### src/sv/rarmt_pkg.sv
// Shared types and constants of the range-add range-max tree.
package rarmt_pkg;

  // Saturation bound of every node update and every carry sum.
  localparam logic signed [63:0] SAT_LIMIT = 64'sh4000_0000_0000_0000;

  typedef enum logic [1:0] {
    OP_ADD     = 2'd0,
    OP_REMOVE  = 2'd1,
    OP_PEAK    = 2'd2,
    OP_EXCEEDS = 2'd3
  } op_e;

  typedef struct packed {
    logic [1:0]         operation;
    logic [10:0]        start_req;
    logic [10:0]        end_req;
    logic [62:0]        amount;
    logic signed [63:0] limit;
  } in_t;

  typedef struct packed {
    logic signed [63:0] peak_value;
    logic               over_limit;
  } out_t;

  typedef enum logic [3:0] {
    S_CLEAR,
    S_IDLE,
    S_ENTER,
    S_NODE,
    S_PL_RD,
    S_PL_WR,
    S_PR_WR,
    S_PUSHL,
    S_POP,
    S_RESUME,
    S_UP_RL,
    S_UP_RR,
    S_UP_WR,
    S_FINISH
  } state_e;

  // Which child of a saved node has been walked.
  typedef enum logic {
    PH_LEFT_DONE,
    PH_RIGHT_DONE
  } phase_e;

endpackage

### src/sv/rarmt_alu.sv
// Pair of saturating adders shared by every node update and carry sum.
module rarmt_alu (
  input  logic signed [63:0] a0_i,
  input  logic signed [63:0] b0_i,
  input  logic signed [63:0] a1_i,
  input  logic signed [63:0] b1_i,
  output logic signed [63:0] s0_o,
  output logic signed [63:0] s1_o
);
  import rarmt_pkg::*;

  localparam logic signed [65:0] HI = {2'b00, SAT_LIMIT};
  localparam logic signed [65:0] LO = -HI;

  logic signed [65:0] sum0, sum1;

  // Sums are formed two bits wider, then clamped to the saturation bound.
  always_comb begin
    sum0 = {{2{a0_i[63]}}, a0_i} + {{2{b0_i[63]}}, b0_i};
    sum1 = {{2{a1_i[63]}}, a1_i} + {{2{b1_i[63]}}, b1_i};
    if (sum0 > HI) begin
      s0_o = SAT_LIMIT;
    end else if (sum0 < LO) begin
      s0_o = -SAT_LIMIT;
    end else begin
      s0_o = sum0[63:0];
    end
    if (sum1 > HI) begin
      s1_o = SAT_LIMIT;
    end else if (sum1 < LO) begin
      s1_o = -SAT_LIMIT;
    end else begin
      s1_o = sum1[63:0];
    end
  end

endmodule

### config.mk
export PLATFORM = sky130hd
export DESIGN_NAME = rarmt_alu
export DESIGN_NICKNAME = d
export VERILOG_FILES = /design/src/sv/rarmt_pkg.sv /design/src/sv/rarmt_alu.sv
export SDC_FILE = /design/constraint.sdc
export NUM_CORES = 1
export LEC_CHECK = 0
export BUFFER_PORTS_ARGS = -buffer_cell sky130_fd_sc_hd__buf_2
export CAP_MARGIN = 20
export CELL_PAD_IN_SITES_DETAIL_PLACEMENT = 1
export CELL_PAD_IN_SITES_GLOBAL_PLACEMENT = 1
export CORE_MARGIN = 3
export CORE_UTILIZATION = 38
export DETAILED_ROUTE_END_ITERATION = 6
export PLACE_DENSITY_LB_ADDON = 0.1
export SLEW_MARGIN = 15
export SYNTH_ARGS = -nofsm -noshare
export SYNTH_HDL_FRONTEND = slang
export SYNTH_SLANG_ARGS = --single-unit
### constraint.sdc
create_clock -name vclk -period 6.7
set_input_delay 0.335 -clock vclk [all_inputs]
set_output_delay 0.335 -clock vclk [all_outputs]
set_load 0.03 [all_outputs]
Word-level counts from Yosys, hierarchy flattened
Index checks and enable logic that the tools add are counted.
Storage, ports and cells
  register bits after elaboration: 0
  bits of input ports: 256
  output and inout port bits: 128
  logic and storage cells: 10
Cells by class
  $add $sub $neg: 2
  order comparisons: 4
  muxes and demuxes: 4
Operators with widths (count)
  two-way mux 64 bit: 4
  adder 64 x 64 -> 65 bit: 2
  greater-than comparator 65 x 64 -> 1 bit, second input constant: 2
  less-than comparator 65 x 63 -> 1 bit, second input constant: 2

Depth between registers and ports, before layout
  depth in word-level cells: 4
  depth in mapped cells: 14
  mapped depth without buffers: 13

Worst setup path before layout
Ideal clock, no wire load.
  kind: in2out
  start point: input a1_i[18]
  end point: output s1_o[57]
  data arrival time: 3.383 ns
  required time: 6.365 ns
  path slack: 2.982 ns
  stages: 11
  path buffers: 1
  cell sequence: ha_1 clkbuf_1 nand2_2 o21ai_1 or3_1 o21ai_2 a21oi_1 or4b_1 a211oi_2 mux2i_4 a2111oi_2
On the way
  word-level cells in the longest chain between the ends: 4
  elaborated cells on any way between the ends: 5
  those cells by class: 1 x add/sub; 2 x order compare; 2 x mux
RTL lines
  start, declared: line rarmt_alu.sv:5  | input logic signed [63:0] a1_i,
  adder 64 x 64 -> 65 bit (*): line rarmt_alu.sv:20  | sum1 = {{2{a1_i[63]}}, a1_i} + {{2{b1_i[63]}}, b1_i};
  less-than comparator 65 x 63 -> 1 bit: line rarmt_alu.sv:30  | end else if (sum1 < LO) begin
  two-way mux 64 bit: line rarmt_alu.sv:30
  two-way mux 64 bit (*): line rarmt_alu.sv:28  | if (sum1 > HI) begin
  end, declared: line rarmt_alu.sv:8  | output logic signed [63:0] s1_o
Every way passes the cells marked *; elsewhere a longest branch is shown, timed or not.

Worst setup path in the final report
  start point: input a1_i[0]
  end point: output s1_o[2]
The elaborated chain is that of the path after synthesis.

==> flow_summary.ini <==
[sta]
fin_setup_tns_ns = 0
slew_viol_final = 0
tightest_slew_ns = 1.131
max_freq_ghz = 0.1995
hold_viol = 0
fin_hold_ws_ns = 1.155
setup_viol = 0
finalCriticalPeriod_ns = 5.013
fin_ws_ns = 1.687
timing.max_slew.rel_slack_pct = 24.62
final.period_utilization_pct = 74.83
rsz_0062_raised_after_global_routing = false

[cts]
cts.repair.resized = 0
postCtsHoldBufs = 0
post_cts_buffers = 0

[power]
finalPower_mw = 1.761
power_density_mw_per_mm2 = 155.1
leakage_nw = 5.049
peak_vdd_ir_v = 0.0001313

[setup_path]
first_element_of_the_critical_path = a1_i[0]
cp-end-kind = primary output
critical_setup_path_kind = input pin to primary output
worst-path-buf-inv = 4
path_depth = 16
critical_path.startpoint_type = input pin
critical-path-slowest-cell = mux2i_4
worst-endpoint-required_ns = 6.36
max_stage_delay_ns = 0.63
critical_path.cell_chain = buf_2 > ha_1 > inv_1 > fa_1 > nand2b_1 > a211oi_1 > o21ai_1 > a31o_1 > nand2_1 > a21boi_1 > o21ai_0 > xor2_1 > mux2i_4 > buf_4 > nor2_1 > buf_2
critPathArrivalTime_ns = 4.68
crit_top_cell = buf_2
crit_path_end = s1_o[2]
cpLargestDelayFamily = compound AO/OA/AOI/OAI gates
path_max_fanout = 45

[floorplanning]
placementRows = 56
coreArea_sq_mm = 0.02389
fp.dieH_microns = 163.4
floorplan.io_pins = 384
initial_utilization_pct = 39.42
fp.dieW_microns = 163.4
die_area_sq_mm = 0.02671

[yosys]
instance_count_of_the_mapped_netlist = 1420
mappedNetlistNets = 1806
postSynthAreaPerCell_sq_um = 6.633
mappedNetlistArea_sq_mm = 0.009419
ys_types = 84
synth.yosys.warnings = 0
synth.largest_area_cell = ha_1
synth_seq_area_share_pct = 0
synth_top_cells_by_area = ha_1 17%, a21oi_1 9.8%, nor2_4 6.9%, nand2_1 6.9%, nor2_1 6.8%
synth_top_area_share_pct = 17.00

[global_routing]
grt_antenna_before_repair = 4
grt_max_degree = 63
first_pass_grt_wire_length_mm = 63.42
first_global_vias = 12207
track_usage_pct = 28.68
congestion_overflow_gr = 0

[placement]
dpl.hpwl_mm = 36.06
dpl_cell_area_sq_mm = 0.01135
placedCellCount = 2060
port_buffers = 384
place.gp.congestion = 0.9441
dp_worst_setup_slack_ns = 1.700

[route]
dr_total_vias = 11988
antenna_left = 0
drt_drc_violations_left = 0
vias_per_cell = 5.811
drtIter0Drc = 603
wire_length_per_cell_after_detailed_routing_microns = 19.94
post_detailed_routing_wire_length_mm = 41.15
drt_pass1_iterations = 5

[status]
run_status = complete, no violations

[final_layout]
flow.area_growth_from_synthesis_pct = 20.59
sequential_cell_area_sq_um = 0
utilization_of_the_core_after_routing_pct = 47.54
finish.instance_area_sq_mm = 0.01136
nNetsFinal = 2129
fillerInstances = 3337
post_layout_nonfiller_instances = 2063
clkbuf_count = 0
layout-drive-gt1-share_pct = 27.69
design.seq.count = 0

[job]
cap_viol_max_count = 0

[min_path]
worstHoldStart = b0_i[0]
min_path_type = input pin to primary output
worst min-delay path by stage:
stage	end	slack, ns	depth (start not counted)
floorplan	s0_o[1]	0.98	3
global placement	s0_o[0]	1.14	4
detailed placement	s0_o[0]	1.16	4
CTS	s0_o[0]	1.16	4
global route	s0_o[0]	1.19	4
finish	s0_o[0]	1.16	4
worst min-delay path, stage by stage:
cell	delay [ns]
buf_2	0.08
ha_1	0.10
nor2b_1	0.11
buf_2	0.20
cells in the final DEF, fill, tap and decap left out, types with 4 or more instances in the layout:
| cell | instances |
|---|---|
| and2_1 | 8 |
| nand3_1 | 20 |
| nand2b_1 | 12 |
| a21o_1 | 16 |
| a2111oi_2 | 4 |
| or3_1 | 10 |
| o21a_1 | 33 |
| xor2_1 | 53 |
| nor2_4 | 58 |
| ha_1 | 128 |
| o21bai_1 | 15 |
| and3_1 | 7 |
| a21oi_1 | 184 |
| buf_4 | 4 |
| nand2_1 | 173 |
| a211oi_1 | 15 |
| nor3_2 | 4 |
| nor4_1 | 6 |
| a21boi_0 | 8 |
| a211o_1 | 4 |
| nor3_1 | 29 |
| o211ai_1 | 8 |
| o21ai_1 | 13 |
| a31oi_1 | 16 |
| o221ai_1 | 5 |
| inv_1 | 29 |
| nor2b_1 | 10 |
| and4_1 | 5 |
| xnor2_1 | 63 |
| nor2_1 | 170 |
| o31ai_1 | 9 |
| nand4_1 | 66 |
| buf_2 | 384 |
| o21ai_0 | 99 |
| a2111oi_0 | 5 |
routing by layer:
layer	up-vias	track usage [%]	wire length, microns
met5	-	0	0
met4	0	6.728	1165
met3	60	1.522	1970
met2	420	53.62	20550
met1	5662	35.91	17460
li1	5846	-	-
synthesized netlist by cell type, types with 14 or more instances:
cell type / count
buf_2: 14
o21bai_1: 15
o21a_1: 33
a31oi_1: 16
nand3_1: 20
nor2_4: 58
xnor2_1: 63
nand2_1: 173
inv_1: 29
nand4_1: 66
a211oi_1: 15
nor3_1: 29
nor2_1: 170
ha_1: 128
a21oi_1: 184
xor2_1: 53
a21o_1: 16
o21ai_0: 99
clkbuf_1: 37
power breakdown:
group / leakage [nW] / internal (mW) / switching [mW]
clock network: 0.0000190 / 0.0000000599 / 0
registers: 0 / 0 / 0
logic: 5.05 / 0.574 / 1.19
total: 5.05 / 0.574 / 1.19
cells by family (layout without fill, tap and decap cells):
| family | after synthesis | in the layout | share of synthesized area, % |
|---|---|---|---|
| buffers and inverters | 96 | 417 | 5.725 |
| xor gates and xnor gates | 116 | 116 | 10.79 |
| and+or+nand+nor | 601 | 601 | 34.18 |
| other | 0 | 3 | 0 |
| muxes | 2 | 2 | 0.3984 |
| AOI/OAI and AO/OA | 475 | 475 | 31.48 |
| adders and majority gates | 130 | 130 | 17.43 |
cell type report:
cell class	count	area (sq um)	area share, %
diodes	3	7.507	0.06609
inverters	29	108.9	0.9584
multi-input cells	1324	8891	78.28
well taps	319	399.1	3.514
repair buffers	388	1952	17.18
No activity file was read; power rests on OpenSTA's default activity.
